$ cat config.mk
export PLATFORM = sky130hd
export DESIGN_NAME = hrm_matrix
export DESIGN_NICKNAME = d
export VERILOG_FILES = /design/src/hrm_pkg.sv /design/src/hrm_matrix.sv
export SDC_FILE = /design/constraint.sdc
export NUM_CORES = 2
export LEC_CHECK = 0
export CAP_MARGIN = 20
export CORE_ASPECT_RATIO = 1.2
export CORE_MARGIN = 5
export CORE_UTILIZATION = 40
export CTS_BUF_LIST = sky130_fd_sc_hd__clkbuf_8
export CTS_CLUSTER_DIAMETER = 50
export DETAILED_ROUTE_END_ITERATION = 8
export DONT_BUFFER_PORTS = 1
export PLACE_DENSITY = 0.63
export SYNTH_ARGS = -nofsm -noshare
export SYNTH_HDL_FRONTEND = slang
export SYNTH_SLANG_ARGS = --single-unit
$ cat constraint.sdc
create_clock -name clk_i -period 10.4 [get_ports clk_i]
set_input_delay 2.08 -clock clk_i [delete_from_list [all_inputs] [get_ports clk_i]]
set_output_delay 2.08 -clock clk_i [all_outputs]
set_load 0.01 [all_outputs]
$ cat src/hrm_pkg.sv
// Shared types and constants of the hue rotation matrix generator.
package hrm_pkg;

  localparam int unsigned ANGLE_FIELD_W = 16;
  localparam int unsigned OPACITY_W     = 8;
  localparam int unsigned COEF_W        = 16;
  localparam int unsigned Q30_SHIFT     = 30;

  localparam logic [30:0]        Q30_ONE    = 31'h4000_0000;
  localparam logic [30:0]        HALFPI_Q30 = 31'd1686629713;
  localparam logic signed [31:0] SQRT3_Q30  = 32'sd1859775393;

  localparam int unsigned SIN_STEPS   = 5;
  localparam int unsigned COS_STEPS   = 6;
  localparam int unsigned STEP_STAGES = 3;
  localparam int unsigned SIN_DIV [SIN_STEPS] = '{110, 72, 42, 20, 6};
  localparam int unsigned COS_DIV [COS_STEPS] = '{132, 90, 56, 30, 12, 2};
  localparam int unsigned SIDE_DEPTH  = COS_STEPS * STEP_STAGES;
  localparam int unsigned SIN_WAIT    = (COS_STEPS - SIN_STEPS) * STEP_STAGES;

  localparam logic [1:0] QUAD_I   = 2'd0;
  localparam logic [1:0] QUAD_II  = 2'd1;
  localparam logic [1:0] QUAD_III = 2'd2;
  localparam logic [1:0] QUAD_IV  = 2'd3;

  // Three times a matrix coefficient in Q30, and its three distinct values.
  localparam int unsigned V3_W      = 34;
  localparam int unsigned NUM_VALS  = 3;
  localparam int unsigned VAL_DIAG  = 0;
  localparam int unsigned VAL_PLUS  = 1;
  localparam int unsigned VAL_MINUS = 2;
  localparam logic signed [V3_W-1:0] V3_ONE = 34'sh0_4000_0000;

  // Opacity scaling divides by 3 * 255 in addition to the Q30 shift.
  localparam int unsigned SCALE_DIV    = 765;
  localparam int unsigned COEF_POS_MAX = 32767;
  localparam int unsigned COEF_NEG_MAX = 32768;

  typedef logic [30:0] q30_t;

  typedef struct packed {
    logic [30:0]          x;
    logic [31:0]          x2;
    logic [1:0]           quad;
    logic [OPACITY_W-1:0] opacity;
  } hrm_side_t;

  typedef struct packed {
    logic                                valid;
    logic [OPACITY_W-1:0]                opacity;
    logic [NUM_VALS-1:0][V3_W-1:0]       v3;
  } hrm_mtx_t;

  typedef struct packed {
    logic                                valid;
    logic [NUM_VALS-1:0][COEF_W-1:0]     coef;
  } hrm_coef_t;

endpackage

$ cat src/hrm_matrix.sv
// Matrix stages: sine, quadrant mapping, sqrt(3) term and the three distinct coefficients.
module hrm_matrix import hrm_pkg::*; (
  input  logic      clk_i,
  input  logic      rst_ni,
  input  logic      en_i,
  input  logic      valid_i,
  input  hrm_side_t side_i,
  input  q30_t      sin_t_i,
  input  q30_t      cos_i,
  output hrm_mtx_t  mtx_o
);

  localparam logic signed [63:0] RND_BIAS = 64'sd1073741823;

  logic [61:0]                    sn_prod;
  logic signed [31:0]             sn_s;
  logic signed [31:0]             cs_s;
  logic signed [31:0]             s_val;
  logic signed [31:0]             c_val;
  logic signed [63:0]             rnd;
  logic signed [V3_W-1:0]         c_ext;

  logic [3:0]                     valid_q;
  logic [31:0]                    sn1_q;
  q30_t                           cs1_q;
  logic [1:0]                     quad1_q;
  logic [OPACITY_W-1:0]           op1_q;
  logic signed [63:0]             rp2_q;
  logic signed [31:0]             c2_q;
  logic [OPACITY_W-1:0]           op2_q;
  logic signed [V3_W-1:0]         r3_q;
  logic signed [V3_W-1:0]         diag3_q;
  logic signed [V3_W-1:0]         base3_q;
  logic [OPACITY_W-1:0]           op3_q;
  logic [NUM_VALS-1:0][V3_W-1:0]  v3_q;
  logic [OPACITY_W-1:0]           op4_q;

  assign sn_prod = 62'(side_i.x) * 62'(sin_t_i);
  assign sn_s    = $signed(sn1_q);
  assign cs_s    = $signed({1'b0, cs1_q});

  always_comb begin
    unique case (quad1_q)
      QUAD_I: begin
        s_val = sn_s;
        c_val = cs_s;
      end
      QUAD_II: begin
        s_val = cs_s;
        c_val = -sn_s;
      end
      QUAD_III: begin
        s_val = -sn_s;
        c_val = -cs_s;
      end
      QUAD_IV: begin
        s_val = -cs_s;
        c_val = sn_s;
      end
      default: begin
        s_val = sn_s;
        c_val = cs_s;
      end
    endcase
  end

  // The sqrt(3) term truncates toward zero.
  assign rnd   = rp2_q + (rp2_q[63] ? RND_BIAS : 64'sd0);
  assign c_ext = V3_W'(c2_q);

  always_ff @(posedge clk_i or negedge rst_ni) begin
    if (!rst_ni) begin
      valid_q <= '0;
    end else if (en_i) begin
      valid_q <= {valid_q[2:0], valid_i};
    end
  end

  always_ff @(posedge clk_i) begin
    if (en_i) begin
      sn1_q   <= sn_prod[61:30];
      cs1_q   <= cos_i;
      quad1_q <= side_i.quad;
      op1_q   <= side_i.opacity;

      rp2_q   <= 64'(s_val) * 64'(SQRT3_Q30);
      c2_q    <= c_val;
      op2_q   <= op1_q;

      r3_q    <= $signed(rnd[63:30]);
      diag3_q <= V3_ONE + (c_ext <<< 1);
      base3_q <= V3_ONE - c_ext;
      op3_q   <= op2_q;

      v3_q[VAL_DIAG]  <= diag3_q;
      v3_q[VAL_PLUS]  <= base3_q + r3_q;
      v3_q[VAL_MINUS] <= base3_q - r3_q;
      op4_q           <= op3_q;
    end
  end

  always_comb begin
    mtx_o.valid   = valid_q[3];
    mtx_o.opacity = op4_q;
    mtx_o.v3      = v3_q;
  end

endmodule

==> flow_summary.toml <==
[synth]
synth_top_flop_cell = "edfxtp_1"
synth.top_cell.area_share_pct = 38.3
syn_area_per_cell_um2 = 9.97
synth_top_family_by_area = "adder cells"
synth_fa_ha_area_share_pct = 51.3
async_flop_share_pct = 1.01
synth_seq_cells = 396
yosys-top-cells-count = "inv_1, fa_1, nand2_1, ha_1, edfxtp_1"
synth_most_common_cell = "inv_1"
synth-compound-area-share_pct = 5.86
synth_area_um2 = 68300
yosysUniqueCellTypes = 81
synthMuxAreaShare_pct = 0.234
synth_enable_flop_cells = 392
synthXorXnorAreaFrac_pct = 4.70
ys_seq_area_share_pct = 17.4
yosys_warnings = 0
ys_top_cells_by_area = "fa_1, edfxtp_1, ha_1"
synth_area_leader_cell = "fa_1"
synth-simple-area-share_pct = 10.3
syn_nets = 9012
synthCells = 6855

[grt]
grt_max_degree = 397
gr-usage-all-layers_pct = 21.7
grt_pass1_wl_um = 301000
antenna_found_initial = 13
grt-ovfl-total = 0
first_global_vias = 51700

[routing]
wl_met1_um = 75000
wl_met2_um = 96100
postRouteAntennaNets = 0
firstDrtPassIters = 5
drc = 0
vias = 47000
wl_per_cell_um = 21.2
wl_met3_um = 12600
top_layer = "met5"
routed_wl_um = 193000
drt_iter0_drc = 2931
viasPerCell = 5.15

[sta]
fmax_ghz = 0.100
slew_headroom_pct = 16.7
finalCriticalPeriod_ns = 9.97
drv_slew = 0
setup_slack_ns = 0.434
setup_viol = 0
hold_viol_final = 0
fin_crit_sh_pct = 95.8
tightest_slew_ns = 1.25
skew_ns = 0.0460

[placement]
dpl.hpwl_um = 154000
port_buffers = 0
gp_congestion = 1.01
pre_cts_ws_ns = 0.0682

[critical_path]
critPathTopFamily = "adder cells"
crit_required_ns = 10.85
reg2reg_to = "rp2_q[63]"
crit_path_end_kind = "register"
arrival_ns = 10.41
critPathMaxStageDelay_ns = 0.57
cp_num_buf_inv = 5
ff2ff_path_depth = 33
cp-start-kind = "register"
r2r-start = "cs1_q[0]"
crit_slowest_cell = "fa_1"
crit_fanout = 5
cpMostUsedCell = "fa_1"
rrSetupSlack_ns = 0.43
path_class = "register to register"

[floorplan]
die_w_um = 387
ios = 250
start_util_pct = 40.1
std_cell_rows = 166
die_height_um = 463
die-area_um2 = 179000
core_area_um2 = 170000

[clock_network]
cts_num_sinks = 396
cts_max_path_buffers = 3
cts_root_buf = "clkbuf_8"
htreeDepth = 2
cts_hold_buf = 0
clk_pin_slew_ns = 0.07
clk_latency_ns = 0.70
cts_tree = "done"
cts_buffers = 56

[finish]
fin_util_pct = 42.6
area_delta_synth_final_pct = 6.11
layout-drive-gt1-share_pct = 4.28
final_nets = 8958

[hold_path]
hold_class = "register to register"
min-delay-start = "diag3_q[17]"
hold_depth = 0
min_to = "mtx_o[17]"

[run_status]
status = "completed"

[flow_run]
cap_violations = 0
worst max-delay path by stage:
stage          startpoint         to  cells past startpoint
6_report         cs1_q[0]  rp2_q[63]                     33
5_1_grt          sn1_q[0]  rp2_q[63]                     34
4_1_cts          cs1_q[2]  rp2_q[63]                     34
3_5_place_dp     cs1_q[2]  rp2_q[63]                     33
3_3_place_gp     sn1_q[0]  rp2_q[63]                     33
2_1_floorplan    sn1_q[2]  rp2_q[63]                     31
per-stage QoR:
stage	hold WS [ns]	instances	TNS, ns	cell area (um^2)
final	0.413	9122	0	72500
after global routing	0.422	9115	-0.00782	72500
after CTS	0.416	9107	0	72300
after detailed placement	0.405	9004	0	71300
after global placement	0.401	9003	0	71300
after floorplan	0.400	6855	0	68300
cells in the final DEF, fill, tap and decap left out, types with 15 or more instances in the layout:
| cell | instances |
|---|---|
| nor2b_1 | 25 |
| a21oi_1 | 219 |
| ha_1 | 707 |
| nor2_1 | 177 |
| nand2b_1 | 22 |
| fa_1 | 1307 |
| o21a_1 | 19 |
| and3_1 | 25 |
| o21bai_1 | 32 |
| nand2_1 | 927 |
| edfxtp_1 | 392 |
| xnor2_1 | 244 |
| o31ai_1 | 15 |
| o21ai_0 | 122 |
| inv_1 | 1599 |
| o21ai_1 | 15 |
| nor3_1 | 29 |
| a31oi_1 | 21 |
| clkbuf_8 | 56 |
| a21o_1 | 99 |
| and2_1 | 198 |
| nand4_1 | 34 |
| xor2_1 | 123 |
| nand3_1 | 42 |
| buf_4 | 149 |
cell type report:
cell class,count,area [um^2]
Clock buffer,56,771
Multi-Input combinational cell,4605,49600
Timing Repair Buffer,152,1150
Clock inverter,47,292
Sequential cell,396,11900
Tap cell,2268,2840
Antenna cell,8,20.0
Inverter,1590,5970
Fill cell,16400,97800
what timing repair did:
item,in CTS,in global routing
endpoints found under the setup margin,0,18
resized for setup,0,31
buffers inserted,0,7
metal layers:
metal | vias up | GRT usage [%]
li1 | 20900 | -
met1 | 23900 | 26.8
met2 | 1703 | 38.1
met3 | 425 | 2.97
met4 | 4 | 8.93
met5 | - | 0
flip-flops by register name (all words and copies together), names as in the netlist, 8 cells and up:
register,count
base3_q,33
diag3_q,32
op1_q,8
op4_q,8
rp2_q,64
c2_q,32
sn1_q,32
op2_q,8
cs1_q,31
mtx_o,100
op3_q,8
r3_q,34
kinds of logic (layout without fill, tap and decap cells):
group                    after synthesis  in the layout
buffers and inverters               1854           1845
flip-flops                           396            396
other                                  1              9
XOR/XNOR                             367            367
multiplexers                          15             15
AO/OA/AOI/OAI                        642            642
adder cells (fa/ha/maj)             2018           2018
AND/OR/NAND/NOR                     1562           1562
Power is left out: the tool's default activity adds up to more than one toggle a clock period on the data nets, which glitch-free logic cannot reach.
