`config.mk`:
```
export PLATFORM = sky130hd
export DESIGN_NAME = hrm_scale
export DESIGN_NICKNAME = d
export VERILOG_FILES = /design/src/hrm_pkg.sv /design/src/hrm_scale.sv
export SDC_FILE = /design/constraint.sdc
export NUM_CORES = 2
export LEC_CHECK = 0
export ABC_AREA = 1
export BUFFER_PORTS_ARGS = -buffer_cell sky130_fd_sc_hd__buf_4
export CORE_MARGIN = 2
export CORE_UTILIZATION = 45
export DETAILED_ROUTE_END_ITERATION = 7
export HOLD_SLACK_MARGIN = 0.06
export PLACE_DENSITY = 0.61
export SYNTH_ARGS = -nofsm -noshare
export SYNTH_HDL_FRONTEND = slang
export SYNTH_SLANG_ARGS = --single-unit
```
`constraint.sdc`:
```
create_clock -name clk_i -period 17.4 [get_ports clk_i]
set_input_delay 4.35 -clock clk_i [delete_from_list [all_inputs] [get_ports clk_i]]
set_output_delay 4.35 -clock clk_i [all_outputs]
set_load 0.005 [all_outputs]
```
`src/hrm_pkg.sv`:
```
// Shared types and constants of the hue rotation matrix generator.
package hrm_pkg;

  localparam int unsigned ANGLE_FIELD_W = 16;
  localparam int unsigned OPACITY_W     = 8;
  localparam int unsigned COEF_W        = 16;
  localparam int unsigned Q30_SHIFT     = 30;

  localparam logic [30:0]        Q30_ONE    = 31'h4000_0000;
  localparam logic [30:0]        HALFPI_Q30 = 31'd1686629713;
  localparam logic signed [31:0] SQRT3_Q30  = 32'sd1859775393;

  localparam int unsigned SIN_STEPS   = 5;
  localparam int unsigned COS_STEPS   = 6;
  localparam int unsigned STEP_STAGES = 3;
  localparam int unsigned SIN_DIV [SIN_STEPS] = '{110, 72, 42, 20, 6};
  localparam int unsigned COS_DIV [COS_STEPS] = '{132, 90, 56, 30, 12, 2};
  localparam int unsigned SIDE_DEPTH  = COS_STEPS * STEP_STAGES;
  localparam int unsigned SIN_WAIT    = (COS_STEPS - SIN_STEPS) * STEP_STAGES;

  localparam logic [1:0] QUAD_I   = 2'd0;
  localparam logic [1:0] QUAD_II  = 2'd1;
  localparam logic [1:0] QUAD_III = 2'd2;
  localparam logic [1:0] QUAD_IV  = 2'd3;

  // Three times a matrix coefficient in Q30, and its three distinct values.
  localparam int unsigned V3_W      = 34;
  localparam int unsigned NUM_VALS  = 3;
  localparam int unsigned VAL_DIAG  = 0;
  localparam int unsigned VAL_PLUS  = 1;
  localparam int unsigned VAL_MINUS = 2;
  localparam logic signed [V3_W-1:0] V3_ONE = 34'sh0_4000_0000;

  // Opacity scaling divides by 3 * 255 in addition to the Q30 shift.
  localparam int unsigned SCALE_DIV    = 765;
  localparam int unsigned COEF_POS_MAX = 32767;
  localparam int unsigned COEF_NEG_MAX = 32768;

  typedef logic [30:0] q30_t;

  typedef struct packed {
    logic [30:0]          x;
    logic [31:0]          x2;
    logic [1:0]           quad;
    logic [OPACITY_W-1:0] opacity;
  } hrm_side_t;

  typedef struct packed {
    logic                                valid;
    logic [OPACITY_W-1:0]                opacity;
    logic [NUM_VALS-1:0][V3_W-1:0]       v3;
  } hrm_mtx_t;

  typedef struct packed {
    logic                                valid;
    logic [NUM_VALS-1:0][COEF_W-1:0]     coef;
  } hrm_coef_t;

endpackage

```
`src/hrm_scale.sv`:
```
// Scaling stages: multiply by opacity, round the division by 765 * 2^(30-F), saturate.
module hrm_scale import hrm_pkg::*; #(
  parameter int unsigned COEF_FRAC_BITS = 14
) (
  input  logic      clk_i,
  input  logic      rst_ni,
  input  logic      en_i,
  input  hrm_mtx_t  mtx_i,
  output hrm_coef_t coef_o
);

  localparam int unsigned MAG_W       = V3_W - 1;
  localparam int unsigned PROD_W      = MAG_W + OPACITY_W;
  localparam int unsigned SUM_W       = PROD_W + 1;
  localparam int unsigned SH          = Q30_SHIFT - COEF_FRAC_BITS;
  localparam int unsigned NW          = SUM_W - SH;
  localparam int unsigned MUL_W       = 2 * NW;
  localparam int unsigned RECIP_SHIFT = NW + $clog2(SCALE_DIV) - 1;
  localparam logic [63:0] RECIP_FULL  = (64'd1 << RECIP_SHIFT) / 64'(SCALE_DIV);
  localparam logic [NW-1:0] RECIP     = RECIP_FULL[NW-1:0];
  localparam logic [NW-1:0] DIV_N     = NW'(SCALE_DIV);
  localparam logic [NW-1:0] POS_MAX_N = NW'(COEF_POS_MAX);
  localparam logic [NW-1:0] NEG_MAX_N = NW'(COEF_NEG_MAX);
  localparam logic [SUM_W-1:0] HALF_DEN = SUM_W'(SCALE_DIV) << (SH - 1);

  logic [4:0]                      valid_q;
  logic [NUM_VALS-1:0]             neg1_q;
  logic [NUM_VALS-1:0]             neg2_q;
  logic [NUM_VALS-1:0]             neg3_q;
  logic [NUM_VALS-1:0]             neg4_q;
  logic [OPACITY_W-1:0]            op1_q;
  logic [NUM_VALS-1:0][MAG_W-1:0]  mag1_q;
  logic [NUM_VALS-1:0][PROD_W-1:0] prod2_q;
  logic [NUM_VALS-1:0][NW-1:0]     n3_q;
  logic [NUM_VALS-1:0][NW-1:0]     n4_q;
  logic [NUM_VALS-1:0][MUL_W-1:0]  nm4_q;
  logic [NUM_VALS-1:0][COEF_W-1:0] coef_q;

  logic [NUM_VALS-1:0][MAG_W-1:0]  mag_d;
  logic [NUM_VALS-1:0][SUM_W-1:0]  sum_d;
  logic [NUM_VALS-1:0][NW-1:0]     quo_d;
  logic [NUM_VALS-1:0][NW-1:0]     rem_d;
  logic [NUM_VALS-1:0][NW-1:0]     quo_c_d;
  logic [NUM_VALS-1:0][NW-1:0]     quo_n_d;
  logic [NUM_VALS-1:0][COEF_W-1:0] coef_d;

  always_comb begin
    for (int l = 0; l < NUM_VALS; l++) begin
      mag_d[l]   = mtx_i.v3[l][V3_W-1] ? MAG_W'(-$signed(mtx_i.v3[l]))
                                        : mtx_i.v3[l][MAG_W-1:0];
      sum_d[l]   = SUM_W'(prod2_q[l]) + HALF_DEN;
      quo_d[l]   = NW'(nm4_q[l] >> RECIP_SHIFT);
      rem_d[l]   = n4_q[l] - quo_d[l] * DIV_N;
      quo_c_d[l] = quo_d[l] + NW'(rem_d[l] >= DIV_N);
      quo_n_d[l] = ~quo_c_d[l] + NW'(1);
      if (neg4_q[l]) begin
        coef_d[l] = (quo_c_d[l] > NEG_MAX_N) ? NEG_MAX_N[COEF_W-1:0]
                                             : quo_n_d[l][COEF_W-1:0];
      end else begin
        coef_d[l] = (quo_c_d[l] > POS_MAX_N) ? POS_MAX_N[COEF_W-1:0]
                                             : quo_c_d[l][COEF_W-1:0];
      end
    end
  end

  always_ff @(posedge clk_i or negedge rst_ni) begin
    if (!rst_ni) begin
      valid_q <= '0;
    end else if (en_i) begin
      valid_q <= {valid_q[3:0], mtx_i.valid};
    end
  end

  always_ff @(posedge clk_i) begin
    if (en_i) begin
      op1_q <= mtx_i.opacity;
      for (int l = 0; l < NUM_VALS; l++) begin
        neg1_q[l]  <= mtx_i.v3[l][V3_W-1];
        mag1_q[l]  <= mag_d[l];
        neg2_q[l]  <= neg1_q[l];
        prod2_q[l] <= PROD_W'(mag1_q[l]) * PROD_W'(op1_q);
        neg3_q[l]  <= neg2_q[l];
        n3_q[l]    <= sum_d[l][SUM_W-1:SH];
        neg4_q[l]  <= neg3_q[l];
        n4_q[l]    <= n3_q[l];
        nm4_q[l]   <= MUL_W'(n3_q[l]) * MUL_W'(RECIP);
        coef_q[l]  <= coef_d[l];
      end
    end
  end

  always_comb begin
    coef_o.valid = valid_q[4];
    coef_o.coef  = coef_q;
  end

endmodule
```
==> reports/results.tsv <==
stage	metric	value	unit
run_status	outcome	completed	
sta	Setup Viol. Count Final	0	
cells_and_area	sequential cell area	0.0137	mm2
global_route	first-pass GRT wire length	370000	um
worst_setup_path	r2r worst-path depth	33	
floorplanning	Core Rows	162	
worst_setup_path	Arr. time, crit path	8.46	ns
place	HPWL after DPL	191000	um
worst_setup_path	Crit. End Element	flip-flop	
cells_and_area	Multi-input gate area	0.0640	mm2
worst_setup_path	crit-path leading delay family	adder cells	
cts	# hold bufs at CTS	0	
logic_synthesis	Cell Area, Synth	0.0884	mm2
sta	Slew HR	0.342	
cells_and_area	share of layout cells above drive strength 1	0.0327	
global_route	gr usage total	0.232	
cts	CTS tree	done	
logic_synthesis	Avg Cell Area, Syn	8.58	um2
detailed_routing	Via density	5.04	
global_route	vias in the first global route	70700	
worst_setup_path	Worst Path Buf+Inv	6	
floorplanning	full die area	0.200	mm2
logic_synthesis	YS warnings	0	
logic_synthesis	Mapped Cells	10300	
sta	Slew Limit Fails	0	
cells_and_area	Layout fillers	18700	
worst_setup_path	Crit path required time	17.83	ns
floorplanning	Core Box Area	0.195	mm2
logic_synthesis	register area share after synthesis	0.155	
sta	TNS Setup	0	ns
detailed_routing	WL final	225000	um
cells_and_area	Finished Cell Area	0.0942	mm2
cts	Setup Buffers After CTS	0	
cts	Num CTS Buffers	61	
min_path	Hold WC Path Type	flip-flop to flip-flop	
logic_synthesis	Post-synth EDFFs	452	
place	placement-stage cell area	0.0922	mm2
worst_setup_path	Crit Path Class	flip-flop to flip-flop	
worst_setup_path	startpoint types	flip-flop	
logic_synthesis	Synthesized Nets	13000	
floorplanning	Die H	447	um
place	I/O Buffers	162	
sta	Slew @ Worst Pin	0.987	ns
detailed_routing	violation count after the first detailed-route iteration	3388	
cts	Worst-path clk slew	0.06	ns
sta	post-route minimum period	8.02	ns
detailed_routing	drt drc	0	
worst_setup_path	worst-path fanout max	15	
global_route	grt total ovfl	0	
job	Max Cap Viol	0	
sta	fmax	125	MHz
place	Placer Congestion	0.921	
worst_setup_path	Most common cell on crit path	inv_1	
floorplanning	Initial Util	0.453	
floorplanning	die width	447	um
min_path	Worst Hold Depth	0	
detailed_routing	routed vias	65600	
worst_setup_path	critical path's slowest cell	fa_1	
logic_synthesis	Async SR Flop Fraction	0.0109	
worst_setup_path	stages on the worst setup path	33	
logic_synthesis	Seq cells post-synth	457	
sta	RSZ-0062 raised after global routing	no	
logic_synthesis	post-synth cell types	58	
sta	Final Cycle Share	0.461	
cells_and_area	Area Overhead vs Synth	6.58	%
cts	Root Buffer	clkbuf_16	
cts	TritonCTS Sinks	457	
sta	Final Hold Fails	0	
detailed_routing	TritonRoute pass-1 iters	8	
cts	cts repair resizes	0	
floorplanning	I/O Pins	163	
worst_setup_path	CP peak stage delay	0.64	ns
detailed_routing	post-route ant nets	0	
global_route	initial antenna violation count	20	
global_route	largest net degree at the start of global routing	80	
detailed_routing	WL/cell	17.2	um
cells_and_area	fin nets	13100	
logic_synthesis	Main synth FF type	edfxtp_1	
cts	Max Buffers Root-to-Sink	3	
cts	worst-skew pair later-pin latency	0.75	ns
cts	htree depth	2	
sta	Worst Skew	0.0658	ns
[worst paths after layout]
check	start	to	slack, ns
setup / recovery	nm4_q[94]	coef_o[31]	9.38
hold / removal	neg2_q[2]	neg3_q[2]	0.40
setup reg to reg	nm4_q[94]	coef_o[31]	9.38
hold reg to reg	neg2_q[2]	neg3_q[2]	0.40
max in group asynchronous	rst_ni	valid_q[4]	13.92
min in group asynchronous	rst_ni	valid_q[2]	3.38
[area by class of cell]
class,count,area share
multi-input cells,7032,0.679
flip-flops and latches,457,0.145
inverters,2610,0.104
well taps,2624,0.0348
clock buffers,70,0.0168
repair buffers,185,0.0148
clock inverters,46,0.00477
diodes,9,0.000239
[worst reg2reg max path: cells and delay by family, from the launching register on]
kind / cells / cell delay [ns]
flops: 1 / 0.60
simple gates: 16 / 2.10
buf+inv: 6 / 0.68
fa+ha+maj: 9 / 3.75
compound gates: 2 / 0.63
[cell families after synthesis]
| kind of cell | share of synthesized area |
|---|---|
| AOI/OAI and AO/OA | 0.0572 |
| xor gates and xnor gates | 0.0340 |
| adders and majority gates | 0.486 |
| buffers and inverters | 0.121 |
| DFF | 0.155 |
| muxes | 0.000127 |
| and+or+nand+nor | 0.147 |
[per-stage QoR]
| step | setup WS (ns) | utilization | hold WS (ns) | cells |
|---|---|---|---|---|
| 6_report | 9.38 | 0.483 | 0.404 | 13000 |
| 5_1_grt | 8.70 | 0.483 | 0.406 | 13000 |
| 4_1_cts | 9.37 | 0.483 | 0.405 | 13000 |
| 3_5_place_dp | 9.38 | 0.472 | 0.405 | 12900 |
| 3_3_place_gp | 9.37 | 0.472 | 0.404 | 12900 |
| 2_1_floorplan | 10.55 | - | 0.400 | 10300 |
[sequential cells by signal, indices dropped and copies added (netlist names)]
signal and cells:
neg2_q 3, coef_o 48, nm4_q 51, neg1_q 3, n4_q 78, neg4_q 3
op1_q 8, prod2_q 78, valid_q 5, neg3_q 3, n3_q 78, mag1_q 99
[synth_stat cells (all sizes together) (2+ instances only)]
cell type	n	area, um2
fa	1389	27800
o2111ai	4	35.0
o21ai	313	1610
o211a	2	20.0
dfrtp	5	125
a211oi	10	75.1
xor2	245	2160
xnor2	97	850
clkbuf	189	826
inv	2610	9800
o31ai	7	52.6
buf	13	77.6
o211ai	6	45.0
a21o	48	360
or2	9	56.3
nor4	28	181
nand3	292	1480
o41ai	4	35.0
and2	4	25.0
ha	1209	15100
o21bai	28	214
a221oi	2	17.5
a21oi	382	1910
o21a	31	233
nor3	108	566
o22ai	2	12.5
edfxtp	452	13600
a21boi	9	78.8
nand2	2008	7560
and3	9	56.3
nand3b	17	128
a31oi	50	313
nand4	81	507
nor2	631	2440
[layout by cell type, fill, tap and decap left out, drive strengths merged, types with 81 or more instances in the layout]
master and n:
edfxtp 452, nand4 81, xor2 245, ha 1209, buf 185, nor2 631
o21ai 313, inv 2618, nand2 2008, fa 1389, nor3 108, nand3 292
a21oi 382, xnor2 97
[layer usage]
layer  track usage  up-vias  part of all wire
met5             0        -          0.000058
met4        0.0654        2             0.028
met3        0.0224      287             0.044
met2         0.400     1406              0.48
met1         0.309    32300              0.45
li1              -    31600                 -
Power is left out: the tool's default activity adds up to more than one toggle a clock period on the data nets, which glitch-free logic cannot reach.
