**config.mk**
```make
export PLATFORM = sky130hd
export DESIGN_NAME = hrm_step
export DESIGN_NICKNAME = d
export VERILOG_FILES = /design/src/hrm_pkg.sv /design/src/hrm_step.sv
export SDC_FILE = /design/constraint.sdc
export NUM_CORES = 2
export LEC_CHECK = 0
export BUFFER_PORTS_ARGS = -buffer_cell sky130_fd_sc_hd__buf_2
export CAP_MARGIN = 20
export CORE_ASPECT_RATIO = 1.5
export CORE_MARGIN = 3
export CORE_UTILIZATION = 55
export DETAILED_ROUTE_END_ITERATION = 12
export PLACE_DENSITY_LB_ADDON = 0.15
export SYNTH_ARGS = -nofsm -noshare
export SYNTH_HDL_FRONTEND = slang
export SYNTH_SLANG_ARGS = --single-unit
```
**constraint.sdc**
```tcl
create_clock -name clk_i -period 8.8 [get_ports clk_i]
set_input_delay 0.88 -clock clk_i [delete_from_list [all_inputs] [get_ports clk_i]]
set_output_delay 0.88 -clock clk_i [all_outputs]
set_load 0.05 [all_outputs]
```
**src/hrm_pkg.sv**
```systemverilog
// Shared types and constants of the hue rotation matrix generator.
package hrm_pkg;

  localparam int unsigned ANGLE_FIELD_W = 16;
  localparam int unsigned OPACITY_W     = 8;
  localparam int unsigned COEF_W        = 16;
  localparam int unsigned Q30_SHIFT     = 30;

  localparam logic [30:0]        Q30_ONE    = 31'h4000_0000;
  localparam logic [30:0]        HALFPI_Q30 = 31'd1686629713;
  localparam logic signed [31:0] SQRT3_Q30  = 32'sd1859775393;

  localparam int unsigned SIN_STEPS   = 5;
  localparam int unsigned COS_STEPS   = 6;
  localparam int unsigned STEP_STAGES = 3;
  localparam int unsigned SIN_DIV [SIN_STEPS] = '{110, 72, 42, 20, 6};
  localparam int unsigned COS_DIV [COS_STEPS] = '{132, 90, 56, 30, 12, 2};
  localparam int unsigned SIDE_DEPTH  = COS_STEPS * STEP_STAGES;
  localparam int unsigned SIN_WAIT    = (COS_STEPS - SIN_STEPS) * STEP_STAGES;

  localparam logic [1:0] QUAD_I   = 2'd0;
  localparam logic [1:0] QUAD_II  = 2'd1;
  localparam logic [1:0] QUAD_III = 2'd2;
  localparam logic [1:0] QUAD_IV  = 2'd3;

  // Three times a matrix coefficient in Q30, and its three distinct values.
  localparam int unsigned V3_W      = 34;
  localparam int unsigned NUM_VALS  = 3;
  localparam int unsigned VAL_DIAG  = 0;
  localparam int unsigned VAL_PLUS  = 1;
  localparam int unsigned VAL_MINUS = 2;
  localparam logic signed [V3_W-1:0] V3_ONE = 34'sh0_4000_0000;

  // Opacity scaling divides by 3 * 255 in addition to the Q30 shift.
  localparam int unsigned SCALE_DIV    = 765;
  localparam int unsigned COEF_POS_MAX = 32767;
  localparam int unsigned COEF_NEG_MAX = 32768;

  typedef logic [30:0] q30_t;

  typedef struct packed {
    logic [30:0]          x;
    logic [31:0]          x2;
    logic [1:0]           quad;
    logic [OPACITY_W-1:0] opacity;
  } hrm_side_t;

  typedef struct packed {
    logic                                valid;
    logic [OPACITY_W-1:0]                opacity;
    logic [NUM_VALS-1:0][V3_W-1:0]       v3;
  } hrm_mtx_t;

  typedef struct packed {
    logic                                valid;
    logic [NUM_VALS-1:0][COEF_W-1:0]     coef;
  } hrm_coef_t;

endpackage

```
**src/hrm_step.sv**
```systemverilog
// One Horner step t' = 1 - floor(x2*t)/DIV in Q30, clamped at zero, over three stages.
module hrm_step import hrm_pkg::*; #(
  parameter int unsigned DIV = 2
) (
  input  logic        clk_i,
  input  logic        en_i,
  input  logic [31:0] x2_i,
  input  q30_t        t_i,
  output q30_t        t_o
);

  // Reciprocal below 2^32; the estimate is low by at most one.
  localparam int unsigned SHIFT      = 31 + $clog2(DIV);
  localparam logic [63:0] RECIP_FULL = (64'd1 << SHIFT) / 64'(DIV);
  localparam logic [31:0] RECIP      = RECIP_FULL[31:0];
  localparam logic [31:0] DIV_W      = 32'(DIV);

  logic [62:0]        p_prod;
  logic [31:0]        p_q;
  logic [31:0]        p2_q;
  logic [63:0]        pm_q;
  logic [31:0]        quo;
  logic [31:0]        rem;
  logic [31:0]        quo_c;
  logic signed [32:0] diff;
  q30_t               t_d;
  q30_t               t_q;

  assign p_prod = 63'(x2_i) * 63'(t_i);
  assign quo    = 32'(pm_q >> SHIFT);
  assign rem    = p2_q - quo * DIV_W;
  assign quo_c  = quo + {31'd0, (rem >= DIV_W)};
  assign diff   = $signed({2'b00, Q30_ONE}) - $signed({1'b0, quo_c});
  assign t_d    = diff[32] ? '0 : diff[30:0];

  always_ff @(posedge clk_i) begin
    if (en_i) begin
      p_q  <= p_prod[61:30];
      pm_q <= 64'(p_q) * 64'(RECIP);
      p2_q <= p_q;
      t_q  <= t_d;
    end
  end

  assign t_o = t_q;

endmodule

```
==> metrics.txt <==
# TYPE chip_impl_metric gauge
chip_impl_info{name="layout_common_cells",value="sky130_fd_sc_hd__fa_1 (864), sky130_fd_sc_hd__inv_1 (843), sky130_fd_sc_hd__and2_1 (521), sky130_fd_sc_hd__nand2_1 (520), sky130_fd_sc_hd__ha_1 (279)"} 1
chip_impl_metric{name="clock_tree_buffer_depth",unit=""} 2
chip_impl_metric{name="firstDrtPassIters",unit=""} 5
chip_impl_metric{name="synthesis.area",unit="mm2"} 0.0353
chip_impl_metric{name="dieWidth",unit="um"} 213
chip_impl_metric{name="r2r_setup_slack",unit="ns"} 5.21
chip_impl_metric{name="area_growth_syn_to_layout",unit="%"} 5.96
chip_impl_metric{name="cap_violations",unit=""} 0
chip_impl_metric{name="slew_viol_final",unit=""} 0
chip_impl_metric{name="first_global_vias",unit=""} 28700
chip_impl_metric{name="floorplan.die.height",unit="um"} 316
chip_impl_metric{name="n_fill_cell",unit=""} 5674
chip_impl_metric{name="gpl.final_weighted_congestion",unit=""} 0.962
chip_impl_metric{name="slew-limit-headroom",unit=""} 0.532
chip_impl_metric{name="crit_path_max_fanout",unit=""} 16
chip_impl_info{name="worst_setup_path_end_kind",value="flop"} 1
chip_impl_metric{name="timing_worst_slew_pin_value",unit="ns"} 0.702
chip_impl_info{name="synthFlopType",value="sky130_fd_sc_hd__edfxtp_1"} 1
chip_impl_metric{name="total_core_area",unit="mm2"} 0.0635
chip_impl_info{name="setup_repair_after_global_routing_missed_its_margin",value="no"} 1
chip_impl_info{name="tritoncts",value="built"} 1
chip_impl_metric{name="crit_path_dat",unit="ns"} 8.51
chip_impl_metric{name="cts_hold_buffers",unit=""} 0
chip_impl_metric{name="fin_worst_hold_slack",unit="ns"} 0.420
chip_impl_metric{name="postSynthRegisterBits",unit=""} 93
chip_impl_metric{name="post_cts_setup_buffers",unit=""} 0
chip_impl_info{name="worst_hold_path_type",value="reg2reg"} 1
chip_impl_metric{name="clk_latency",unit="ns"} 0.34
chip_impl_info{name="rr_startpoint",value="p2_q[5]$_DFFE_PP_"} 1
chip_impl_metric{name="grt_overflow_total",unit=""} 0
chip_impl_info{name="status",value="complete, no violations"} 1
chip_impl_metric{name="achievable-frequency",unit="MHz"} 119
chip_impl_metric{name="cts-htree-levels",unit=""} 3
chip_impl_metric{name="synth_cell_types",unit=""} 54
chip_impl_metric{name="final-setup-viol-count",unit=""} 0
chip_impl_metric{name="async_reset_ff_frac",unit=""} 0
chip_impl_metric{name="place.detailed.hpwl",unit="um"} 86500
chip_impl_metric{name="dr.first_iter.drc_count",unit=""} 1500
chip_impl_info{name="critical_path.startpoint_type",value="primary input"} 1
chip_impl_metric{name="drc",unit=""} 0
chip_impl_metric{name="seq_area_frac_synth",unit=""} 0.0791
chip_impl_info{name="setup_cp_type",value="in2reg"} 1
chip_impl_metric{name="wl",unit="um"} 102000
chip_impl_metric{name="io_buffer_count",unit=""} 95
chip_impl_metric{name="initial_core_util",unit=""} 0.556
chip_impl_metric{name="cts.repair.resized",unit=""} 0
chip_impl_metric{name="finClkSkew",unit="ns"} 0.0114
chip_impl_metric{name="cts_inserted_buffers",unit=""} 9
chip_impl_metric{name="finalHoldViolCount",unit=""} 0
chip_impl_info{name="final_common_cell",value="sky130_fd_sc_hd__fa_1"} 1
chip_impl_metric{name="worst_setup_hold_path_clk_slew",unit="ns"} 0.08
chip_impl_metric{name="grt_start_max_net_pins",unit=""} 94
chip_impl_metric{name="yosys_warnings",unit=""} 0
chip_impl_metric{name="dieArea",unit="mm2"} 0.0673
chip_impl_metric{name="std_cell_rows",unit=""} 113
chip_impl_info{name="worstHoldStart",value="p_q[2]$_DFFE_PP_"} 1
chip_impl_metric{name="synthesis.area_per_instance",unit="um2"} 9.48
chip_impl_metric{name="cts_sinks",unit=""} 93
chip_impl_metric{name="antenna_left",unit=""} 0
chip_impl_metric{name="num_vias",unit=""} 25500
chip_impl_metric{name="routed_wire_length_per_instance",unit="um"} 22.3
chip_impl_metric{name="ratio_of_cells_with_drive_above_1_in_the_final_layout",unit=""} 0.0649
chip_impl_metric{name="num_io_pins",unit=""} 96
chip_impl_metric{name="vias_per_cell",unit=""} 5.59
chip_impl_info{name="cts-root-buf",value="sky130_fd_sc_hd__clkbuf_16"} 1
chip_impl_metric{name="grt_use_total",unit=""} 0.319
chip_impl_metric{name="grt_antenna_before_repair",unit=""} 5
chip_impl_metric{name="dpl_cell_area",unit="mm2"} 0.0371
chip_impl_metric{name="post_synth_inst_count",unit=""} 3726
chip_impl_metric{name="post-route-cell-area",unit="mm2"} 0.0374
chip_impl_metric{name="cp.required",unit="ns"} 8.89
chip_impl_info{name="timing.critical_path.from",value="x2_i[13]"} 1
chip_impl_metric{name="final.min_clock_period",unit="ns"} 8.42
chip_impl_metric{name="final_cell_count_without_fillers",unit=""} 4568
chip_impl_metric{name="mappedNetlistNets",unit=""} 4934
chip_impl_metric{name="dpl.cell_count",unit=""} 4549
chip_impl_metric{name="synth_enable_flop_cells",unit=""} 93
chip_impl_metric{name="post_route_clock_period_utilization",unit=""} 0.957
chip_impl_metric{name="nets",unit=""} 4964
chip_impl_metric{name="grt_first_pass_wirelength",unit="um"} 160000
==> Yosys cell counts, drive strengths merged, types with 4 or more instances <==
| cell | number | area [um2] |
|---|---|---|
| and3 | 8 | 50.1 |
| nor2 | 54 | 203 |
| nand2b | 5 | 31.3 |
| ha | 279 | 3490 |
| o21ai | 37 | 185 |
| fa | 864 | 17300 |
| a31oi | 6 | 37.5 |
| xor2 | 29 | 254 |
| o21bai | 8 | 60.1 |
| nand3 | 14 | 70.1 |
| or3 | 5 | 31.3 |
| clkbuf | 197 | 739 |
| nand2 | 520 | 1950 |
| nand4 | 16 | 100 |
| o211ai | 10 | 75.1 |
| and2 | 521 | 3260 |
| nor2b | 8 | 50.1 |
| a21o | 38 | 285 |
| a221oi | 6 | 58.8 |
| o31ai | 4 | 30.0 |
| o21a | 6 | 45.0 |
| a211oi | 10 | 75.1 |
| inv | 843 | 3160 |
| edfxtp | 93 | 2790 |
| a21oi | 73 | 369 |
| buf | 4 | 23.8 |
| xnor2 | 35 | 307 |
==> final timing paths <==
kind | to | cells past startpoint
worst min-delay path | p2_q[2]$_DFFE_PP_ | 0
worst min register to register | p2_q[2]$_DFFE_PP_ | 0
worst max-delay path | p_q[31]$_DFFE_PP_ | 26
worst max register to register | t_o[16]$_SDFFCE_PN0P_ | 13
==> worst max-delay path, cell delays in order <==
cell	delay (ns)
sky130_fd_sc_hd__buf_2	0.23
sky130_fd_sc_hd__buf_4	0.21
sky130_fd_sc_hd__buf_4	0.20
sky130_fd_sc_hd__and2_1	0.17
sky130_fd_sc_hd__fa_1	0.48
sky130_fd_sc_hd__inv_1	0.06
sky130_fd_sc_hd__fa_1	0.64
sky130_fd_sc_hd__inv_1	0.09
sky130_fd_sc_hd__fa_1	0.49
sky130_fd_sc_hd__fa_1	0.58
sky130_fd_sc_hd__fa_1	0.43
sky130_fd_sc_hd__fa_1	0.46
sky130_fd_sc_hd__fa_1	0.54
sky130_fd_sc_hd__fa_1	0.43
sky130_fd_sc_hd__ha_1	0.40
sky130_fd_sc_hd__a211oi_1	0.23
sky130_fd_sc_hd__nand2_1	0.18
sky130_fd_sc_hd__a311oi_2	0.37
sky130_fd_sc_hd__o211ai_1	0.15
sky130_fd_sc_hd__buf_4	0.18
sky130_fd_sc_hd__nand3_1	0.09
sky130_fd_sc_hd__nand2_1	0.11
sky130_fd_sc_hd__a221oi_4	0.32
sky130_fd_sc_hd__o21ai_1	0.15
sky130_fd_sc_hd__o41ai_1	0.32
sky130_fd_sc_hd__xnor2_1	0.12
==> per-stage QoR <==
step | worst slack (ns) | setup TNS, ns | utilization
final | 0.376 | 0 | 0.589
after global routing | 0.0693 | 0 | 0.589
after CTS | 0.242 | 0 | 0.589
after detailed placement | -0.0928 | -0.0986 | 0.584
after global placement | -0.0794 | -0.0794 | 0.584
after floorplan | 1.00 | 0 | -
==> final cells by class <==
| cell class | instances | area [um2] | share of cell area |
|---|---|---|---|
| flip-flops and latches | 93 | 2790 | 0.0746 |
| multi-input cells | 2589 | 28600 | 0.765 |
| clock buffers | 9 | 225 | 0.00602 |
| inverters | 843 | 3160 | 0.0846 |
| well taps | 805 | 1010 | 0.0269 |
| diodes | 2 | 5.00 | 0.000134 |
| clock inverters | 7 | 72.6 | 0.00194 |
| repair buffers | 220 | 1540 | 0.0411 |
==> logic make-up after synthesis <==
logic type,count (synthesis),share of synthesized area
xor gates and xnor gates,64,0.0159
AOI/OAI and AO/OA,222,0.0407
and+or+nand+nor,1160,0.164
adders and majority gates,1143,0.589
buffers and inverters,1044,0.111
DFF,93,0.0791
==> flip-flops by register name, indices dropped and copies added, names as in the netlist <==
name,cells
p2_q,31
p_q,31
t_o,31
==> layer usage <==
| layer | track usage | wire length (um) | vias up | part of all wire |
|---|---|---|---|---|
| li1 | - | - | 11000 | - |
| met1 | 0.337 | 32500 | 13200 | 0.32 |
| met2 | 0.579 | 53400 | 915 | 0.52 |
| met3 | 0.0374 | 5390 | 443 | 0.053 |
| met4 | 0.236 | 10400 | 6 | 0.10 |
| met5 | 0 | 46 | - | 0.00045 |
Power is not shown: default switching activity piles up to over one toggle a cycle in this logic, so the estimate is an artifact.
