`src/hrm_pkg.sv`:
```
// Shared types and constants of the hue rotation matrix generator.
package hrm_pkg;

  localparam int unsigned ANGLE_FIELD_W = 16;
  localparam int unsigned OPACITY_W     = 8;
  localparam int unsigned COEF_W        = 16;
  localparam int unsigned Q30_SHIFT     = 30;

  localparam logic [30:0]        Q30_ONE    = 31'h4000_0000;
  localparam logic [30:0]        HALFPI_Q30 = 31'd1686629713;
  localparam logic signed [31:0] SQRT3_Q30  = 32'sd1859775393;

  localparam int unsigned SIN_STEPS   = 5;
  localparam int unsigned COS_STEPS   = 6;
  localparam int unsigned STEP_STAGES = 3;
  localparam int unsigned SIN_DIV [SIN_STEPS] = '{110, 72, 42, 20, 6};
  localparam int unsigned COS_DIV [COS_STEPS] = '{132, 90, 56, 30, 12, 2};
  localparam int unsigned SIDE_DEPTH  = COS_STEPS * STEP_STAGES;
  localparam int unsigned SIN_WAIT    = (COS_STEPS - SIN_STEPS) * STEP_STAGES;

  localparam logic [1:0] QUAD_I   = 2'd0;
  localparam logic [1:0] QUAD_II  = 2'd1;
  localparam logic [1:0] QUAD_III = 2'd2;
  localparam logic [1:0] QUAD_IV  = 2'd3;

  // Three times a matrix coefficient in Q30, and its three distinct values.
  localparam int unsigned V3_W      = 34;
  localparam int unsigned NUM_VALS  = 3;
  localparam int unsigned VAL_DIAG  = 0;
  localparam int unsigned VAL_PLUS  = 1;
  localparam int unsigned VAL_MINUS = 2;
  localparam logic signed [V3_W-1:0] V3_ONE = 34'sh0_4000_0000;

  // Opacity scaling divides by 3 * 255 in addition to the Q30 shift.
  localparam int unsigned SCALE_DIV    = 765;
  localparam int unsigned COEF_POS_MAX = 32767;
  localparam int unsigned COEF_NEG_MAX = 32768;

  typedef logic [30:0] q30_t;

  typedef struct packed {
    logic [30:0]          x;
    logic [31:0]          x2;
    logic [1:0]           quad;
    logic [OPACITY_W-1:0] opacity;
  } hrm_side_t;

  typedef struct packed {
    logic                                valid;
    logic [OPACITY_W-1:0]                opacity;
    logic [NUM_VALS-1:0][V3_W-1:0]       v3;
  } hrm_mtx_t;

  typedef struct packed {
    logic                                valid;
    logic [NUM_VALS-1:0][COEF_W-1:0]     coef;
  } hrm_coef_t;

endpackage

```
`src/hrm_front.sv`:
```
// Front stages: angle to first-quadrant radians in Q30 and its square.
module hrm_front import hrm_pkg::*; #(
  parameter int unsigned ANGLE_BITS = 16
) (
  input  logic                     clk_i,
  input  logic                     rst_ni,
  input  logic                     en_i,
  input  logic                     valid_i,
  input  logic [ANGLE_FIELD_W-1:0] hue_angle_i,
  input  logic [OPACITY_W-1:0]     opacity_i,
  output logic                     valid_o,
  output hrm_side_t                side_o
);

  localparam int unsigned FRAC_W = ANGLE_BITS - 2;
  localparam int unsigned PROD_W = FRAC_W + 31;
  localparam int unsigned EXT_W  = ANGLE_BITS + ANGLE_FIELD_W;

  logic [EXT_W-1:0]      ang_ext;
  logic [ANGLE_BITS-1:0] ang;
  logic [PROD_W-1:0]     x_prod;
  logic [61:0]           xx_prod;

  logic [1:0]            valid_q;
  logic [30:0]           x1_q;
  logic [1:0]            quad1_q;
  logic [OPACITY_W-1:0]  op1_q;
  hrm_side_t             side_q;

  assign ang_ext = {{ANGLE_BITS{1'b0}}, hue_angle_i};
  assign ang     = ang_ext[ANGLE_BITS-1:0];
  assign x_prod  = PROD_W'(ang[FRAC_W-1:0]) * PROD_W'(HALFPI_Q30);
  assign xx_prod = 62'(x1_q) * 62'(x1_q);

  always_ff @(posedge clk_i or negedge rst_ni) begin
    if (!rst_ni) begin
      valid_q <= '0;
    end else if (en_i) begin
      valid_q <= {valid_q[0], valid_i};
    end
  end

  always_ff @(posedge clk_i) begin
    if (en_i) begin
      x1_q           <= x_prod[PROD_W-1:FRAC_W];
      quad1_q        <= ang[ANGLE_BITS-1:ANGLE_BITS-2];
      op1_q          <= opacity_i;
      side_q.x       <= x1_q;
      side_q.x2      <= xx_prod[61:30];
      side_q.quad    <= quad1_q;
      side_q.opacity <= op1_q;
    end
  end

  assign valid_o = valid_q[1];
  assign side_o  = side_q;

endmodule

```
`config.mk`:
```
export PLATFORM = sky130hd
export DESIGN_NAME = hrm_front
export DESIGN_NICKNAME = d
export VERILOG_FILES = /design/src/hrm_pkg.sv /design/src/hrm_front.sv
export SDC_FILE = /design/constraint.sdc
export NUM_CORES = 2
export LEC_CHECK = 0
export BUFFER_PORTS_ARGS = -buffer_cell sky130_fd_sc_hd__buf_2
export CAP_MARGIN = 20
export CORE_MARGIN = 2
export CORE_UTILIZATION = 61
export DETAILED_ROUTE_END_ITERATION = 6
export PLACE_DENSITY = 0.79
export RECOVER_POWER = 25
export SYNTH_ARGS = -nofsm -noshare
export SYNTH_HDL_FRONTEND = slang
export SYNTH_SLANG_ARGS = --single-unit
export TNS_END_PERCENT = 100
```
`constraint.sdc`:
```
create_clock -name clk_i -period 22.4 [get_ports clk_i]
set_input_delay 2.24 -clock clk_i [delete_from_list [all_inputs] [get_ports clk_i]]
set_output_delay 2.24 -clock clk_i [all_outputs]
set_load 0.05 [all_outputs]
```
==> impl_metrics.xml <==
<?xml version="1.0" encoding="UTF-8"?>
<metrics>
  <group name="sta">
    <metric name="grt_setup_unrepaired" unit="">false</metric>
    <metric name="max_slew_vio_count" unit="">739</metric>
    <metric name="final.setup.worst_slack" unit="ns">12.12</metric>
    <metric name="timing.final.crit_period" unit="ns">10.28</metric>
    <metric name="max_slew_margin" unit="">-1.24</metric>
    <metric name="tightestPinTransition" unit="ns">3.37</metric>
    <metric name="final.period_utilization" unit="">0.459</metric>
    <metric name="hold_viol" unit="">0</metric>
    <metric name="timing.setup.tns" unit="ns">0</metric>
    <metric name="finalHoldWorstSlack" unit="ns">0.418</metric>
    <metric name="final.setup_skew" unit="ns">0.0150</metric>
    <metric name="setup-violations-final" unit="">0</metric>
    <metric name="fmax" unit="GHz">0.0972</metric>
  </group>
  <group name="global_route">
    <metric name="antenna_violations_before_repair" unit="">3</metric>
    <metric name="first_global_vias" unit="">28100</metric>
    <metric name="grtUsageTotal" unit="">0.301</metric>
    <metric name="wire_length_of_the_first_global_routing_pass" unit="um">145000</metric>
    <metric name="grt.overflow.total" unit="">0</metric>
    <metric name="grt_max_degree" unit="">65</metric>
  </group>
  <group name="floorplan">
    <metric name="die_w" unit="um">250</metric>
    <metric name="dieArea" unit="mm2">0.0625</metric>
    <metric name="placement_rows" unit="">90</metric>
    <metric name="pin_count" unit="">102</metric>
    <metric name="chipHeight" unit="um">250</metric>
    <metric name="initial_core_util" unit="">0.614</metric>
    <metric name="core_area" unit="mm2">0.0601</metric>
  </group>
  <group name="setup_path">
    <metric name="timing.critical_path.cells" unit="">clkbuf_1 -&gt; inv_1 -&gt; nor2_1 -&gt; fa_1 -&gt; fa_1 -&gt; fa_1 -&gt; inv_1 -&gt; fa_1 -&gt; inv_1 -&gt; fa_1 -&gt; fa_1 -&gt; fa_1 -&gt; fa_1 -&gt; ha_1 -&gt; a21oi_1 -&gt; o21ai_0 -&gt; a31oi_1 -&gt; o211ai_1 -&gt; o311ai_1 -&gt; nand3b_1 -&gt; a21oi_1 -&gt; o21ai_0 -&gt; xnor2_1</metric>
    <metric name="criticalPathCategory" unit="">flop to flop</metric>
    <metric name="critical_path_required" unit="ns">22.59</metric>
    <metric name="critical-path-top-delay-family" unit="">adder cells</metric>
    <metric name="crit_arrival" unit="ns">10.48</metric>
    <metric name="critPathCaptureType" unit="">flop</metric>
    <metric name="crit_path_max_incr_delay" unit="ns">1.46</metric>
    <metric name="critical_path.n_buffers_inverters" unit="">4</metric>
    <metric name="critical_path.startpoint_type" unit="">flop</metric>
    <metric name="crit_slowest_cell" unit="">sky130_fd_sc_hd__clkbuf_1</metric>
    <metric name="critical_path.max_fanout" unit="">27</metric>
    <metric name="critical_path.most_common_cell" unit="">sky130_fd_sc_hd__fa_1</metric>
  </group>
  <group name="clocking">
    <metric name="cts_root_buf" unit="">sky130_fd_sc_hd__clkbuf_16</metric>
    <metric name="tritoncts.num_buffers" unit="">17</metric>
    <metric name="cts_resized" unit="">0</metric>
    <metric name="clock_h_tree_levels" unit="">4</metric>
    <metric name="clk_transition_reported_paths" unit="ns">0.06</metric>
    <metric name="max-clock-path-buffers" unit="">2</metric>
    <metric name="clkLatencyLatePin" unit="ns">0.45</metric>
    <metric name="post-cts-setup-buffer-count" unit="">0</metric>
    <metric name="cts_hold_buf" unit="">0</metric>
    <metric name="tritoncts" unit="">done</metric>
    <metric name="clock-sinks" unit="">116</metric>
  </group>
  <group name="yosys">
    <metric name="synth.yosys.seq_area_share" unit="">0.0941</metric>
    <metric name="postSynth.asyncResetShare" unit="">0.0172</metric>
    <metric name="dominantRegCellSynth" unit="">sky130_fd_sc_hd__edfxtp_1</metric>
    <metric name="yosysWarnings" unit="">0</metric>
    <metric name="synth_cell_type_count" unit="">66</metric>
    <metric name="netlist_area_pre_place" unit="mm2">0.0369</metric>
    <metric name="postSynthRegisterBits" unit="">116</metric>
    <metric name="synth_fp_nets" unit="">5031</metric>
    <metric name="synthCells" unit="">3705</metric>
    <metric name="syn_area_per_cell" unit="um2">9.96</metric>
    <metric name="post_synth_edffs" unit="">114</metric>
  </group>
  <group name="final_layout">
    <metric name="final-instance-count-excl-fill" unit="">4541</metric>
    <metric name="syn_to_final_growth" unit="%">4.83</metric>
    <metric name="antenna_cells" unit="">0</metric>
    <metric name="num-nets-final" unit="">5074</metric>
    <metric name="drive_gt1_frac" unit="">0.0418</metric>
  </group>
  <group name="placed_design">
    <metric name="port-buffer-count" unit="">101</metric>
    <metric name="place.detailed.hpwl" unit="um">70200</metric>
    <metric name="post-place-cells" unit="">4511</metric>
    <metric name="gpl.final_weighted_congestion" unit="">0.975</metric>
    <metric name="preCtsSetupSlack" unit="ns">13.78</metric>
  </group>
  <group name="routing">
    <metric name="avgRoutedWirePerCell" unit="um">19.4</metric>
    <metric name="route.detailed.vias_per_inst" unit="">5.51</metric>
    <metric name="ant_nets" unit="">0</metric>
    <metric name="drt-total-wl" unit="um">88100</metric>
    <metric name="initialDrtViolationCount" unit="">1631</metric>
    <metric name="route.vias.total" unit="">25000</metric>
    <metric name="drc_errors" unit="">0</metric>
    <metric name="first_pass_iters" unit="">5</metric>
  </group>
  <group name="run_status">
    <metric name="outcome" unit="">complete, but fails checks</metric>
    <metric name="violated_checks" unit="">capacitance limit, slew limit</metric>
  </group>
  <group name="job">
    <metric name="drv.max_cap_violation_count" unit="">22</metric>
  </group>
  <group name="min_path">
    <metric name="worst_hold_path_type" unit="">flop to flop</metric>
  </group>
</metrics>
==> metal layers <==
| metal | share of wire | track usage |
|---|---|---|
| met5 | 0.00015 | 0 |
| met4 | 0.033 | 0.0891 |
| met2 | 0.49 | 0.506 |
| met1 | 0.39 | 0.391 |
| met3 | 0.094 | 0.0706 |
==> worst register-to-register path: stages (launching register included) <==
cell                       delay (ns)
sky130_fd_sc_hd__edfxtp_1        0.34
sky130_fd_sc_hd__clkbuf_1        1.46
sky130_fd_sc_hd__inv_1           0.78
sky130_fd_sc_hd__nor2_1          0.49
sky130_fd_sc_hd__fa_1            0.48
sky130_fd_sc_hd__fa_1            0.51
sky130_fd_sc_hd__fa_1            0.51
sky130_fd_sc_hd__inv_1           0.05
sky130_fd_sc_hd__fa_1            0.47
sky130_fd_sc_hd__inv_1           0.05
sky130_fd_sc_hd__fa_1            0.49
sky130_fd_sc_hd__fa_1            0.56
sky130_fd_sc_hd__fa_1            0.42
sky130_fd_sc_hd__fa_1            0.45
sky130_fd_sc_hd__ha_1            0.36
sky130_fd_sc_hd__a21oi_1         0.18
sky130_fd_sc_hd__o21ai_0         0.12
sky130_fd_sc_hd__a31oi_1         0.20
sky130_fd_sc_hd__o211ai_1        0.18
sky130_fd_sc_hd__o311ai_1        1.00
sky130_fd_sc_hd__nand3b_1        0.23
sky130_fd_sc_hd__a21oi_1         0.39
sky130_fd_sc_hd__o21ai_0         0.18
sky130_fd_sc_hd__xnor2_1         0.15
==> synthesized netlist by cell type (8+ instances only) <==
cell	n	area share
sky130_fd_sc_hd__xor2_1	37	0.0088
sky130_fd_sc_hd__and3_1	11	0.0019
sky130_fd_sc_hd__clkbuf_1	106	0.011
sky130_fd_sc_hd__nor3_1	10	0.0014
sky130_fd_sc_hd__nor2b_1	17	0.0029
sky130_fd_sc_hd__a21o_1	64	0.013
sky130_fd_sc_hd__nand3_1	21	0.0028
sky130_fd_sc_hd__xnor2_1	48	0.011
sky130_fd_sc_hd__a21oi_1	90	0.012
sky130_fd_sc_hd__o21bai_1	11	0.0022
sky130_fd_sc_hd__nand2b_1	8	0.0014
sky130_fd_sc_hd__inv_1	1124	0.11
sky130_fd_sc_hd__o21ai_0	44	0.0060
sky130_fd_sc_hd__and2_1	197	0.033
sky130_fd_sc_hd__edfxtp_1	114	0.093
sky130_fd_sc_hd__a211oi_1	10	0.0020
sky130_fd_sc_hd__nand2_1	300	0.031
sky130_fd_sc_hd__a31oi_1	13	0.0022
sky130_fd_sc_hd__ha_1	427	0.14
sky130_fd_sc_hd__fa_1	871	0.47
sky130_fd_sc_hd__nor2_1	63	0.0064
sky130_fd_sc_hd__o21a_1	12	0.0024
sky130_fd_sc_hd__nand4_1	21	0.0036
==> registers in the layout, summed over array words and instances (netlist names) <==
| signal | cells |
|---|---|
| op1_q | 8 |
| side_o | 73 |
| x1_q | 31 |
| valid_q | 2 |
| quad1_q | 2 |
==> placed cells by master (no fill, tap or decap), types with 8 or more instances in the layout <==
| cell | instances |
|---|---|
| sky130_fd_sc_hd__and3_1 | 11 |
| sky130_fd_sc_hd__nor3_1 | 10 |
| sky130_fd_sc_hd__buf_4 | 9 |
| sky130_fd_sc_hd__clkbuf_1 | 26 |
| sky130_fd_sc_hd__edfxtp_1 | 114 |
| sky130_fd_sc_hd__o21ai_0 | 44 |
| sky130_fd_sc_hd__and2_1 | 197 |
| sky130_fd_sc_hd__a211oi_1 | 10 |
| sky130_fd_sc_hd__nor2_1 | 63 |
| sky130_fd_sc_hd__fa_1 | 871 |
| sky130_fd_sc_hd__a21oi_1 | 90 |
| sky130_fd_sc_hd__xnor2_1 | 48 |
| sky130_fd_sc_hd__a21o_1 | 64 |
| sky130_fd_sc_hd__a31oi_1 | 13 |
| sky130_fd_sc_hd__nor2b_1 | 17 |
| sky130_fd_sc_hd__ha_1 | 427 |
| sky130_fd_sc_hd__nand2b_1 | 8 |
| sky130_fd_sc_hd__inv_1 | 1124 |
| sky130_fd_sc_hd__xor2_1 | 37 |
| sky130_fd_sc_hd__nand3_1 | 21 |
| sky130_fd_sc_hd__nand4_1 | 21 |
| sky130_fd_sc_hd__nand2_1 | 300 |
| sky130_fd_sc_hd__o21a_1 | 12 |
| sky130_fd_sc_hd__o21bai_1 | 11 |
| sky130_fd_sc_hd__clkbuf_16 | 17 |
| sky130_fd_sc_hd__buf_2 | 99 |
==> path summary, 6_finish.rpt <==
| kind | cells after the start | start | slack (ns) | endpoint |
|---|---|---|---|---|
| worst max-delay path | 23 | x1_q[15]$_DFFE_PP_ | 12.12 | side_o[34]$_DFFE_PP_ |
| worst min-delay path | 0 | quad1_q[0]$_DFFE_PP_ | 0.42 | side_o[8]$_DFFE_PP_ |
| worst max register to register | 23 | x1_q[15]$_DFFE_PP_ | 12.12 | side_o[34]$_DFFE_PP_ |
| worst min register to register | 0 | quad1_q[0]$_DFFE_PP_ | 0.42 | side_o[8]$_DFFE_PP_ |
| max in group asynchronous | 1 | rst_ni | 20.68 | valid_q[0]$_DFFE_PN0P_ |
| min in group asynchronous | 1 | rst_ni | 1.59 | valid_q[1]$_DFFE_PN0P_ |
==> cell type report <==
type | count | area [um2]
clock buffers | 18 | 429
clock inverters | 12 | 133
fillers | 4771 | 21400
inverters | 1124 | 4220
multi-input cells | 2356 | 28800
flip-flops and latches | 116 | 3470
well taps | 782 | 978
repair buffers | 133 | 657
==> per-stage QoR <==
step	util	cell area [um2]
floorplan	-	36900
global placement	0.636	38200
detailed placement	0.636	38200
CTS	0.645	38800
global route	0.644	38700
finish	0.644	38700
==> logic make-up after synthesis <==
family	synth area share
mux	0.00173
compound gates	0.0525
fa+ha+maj	0.617
simple gates	0.0890
buf+inv	0.125
xor+xnor	0.0202
other cells	0.000102
flops	0.0941
Power is not shown: default switching activity piles up to over one toggle a cycle in this logic, so the estimate is an artifact.
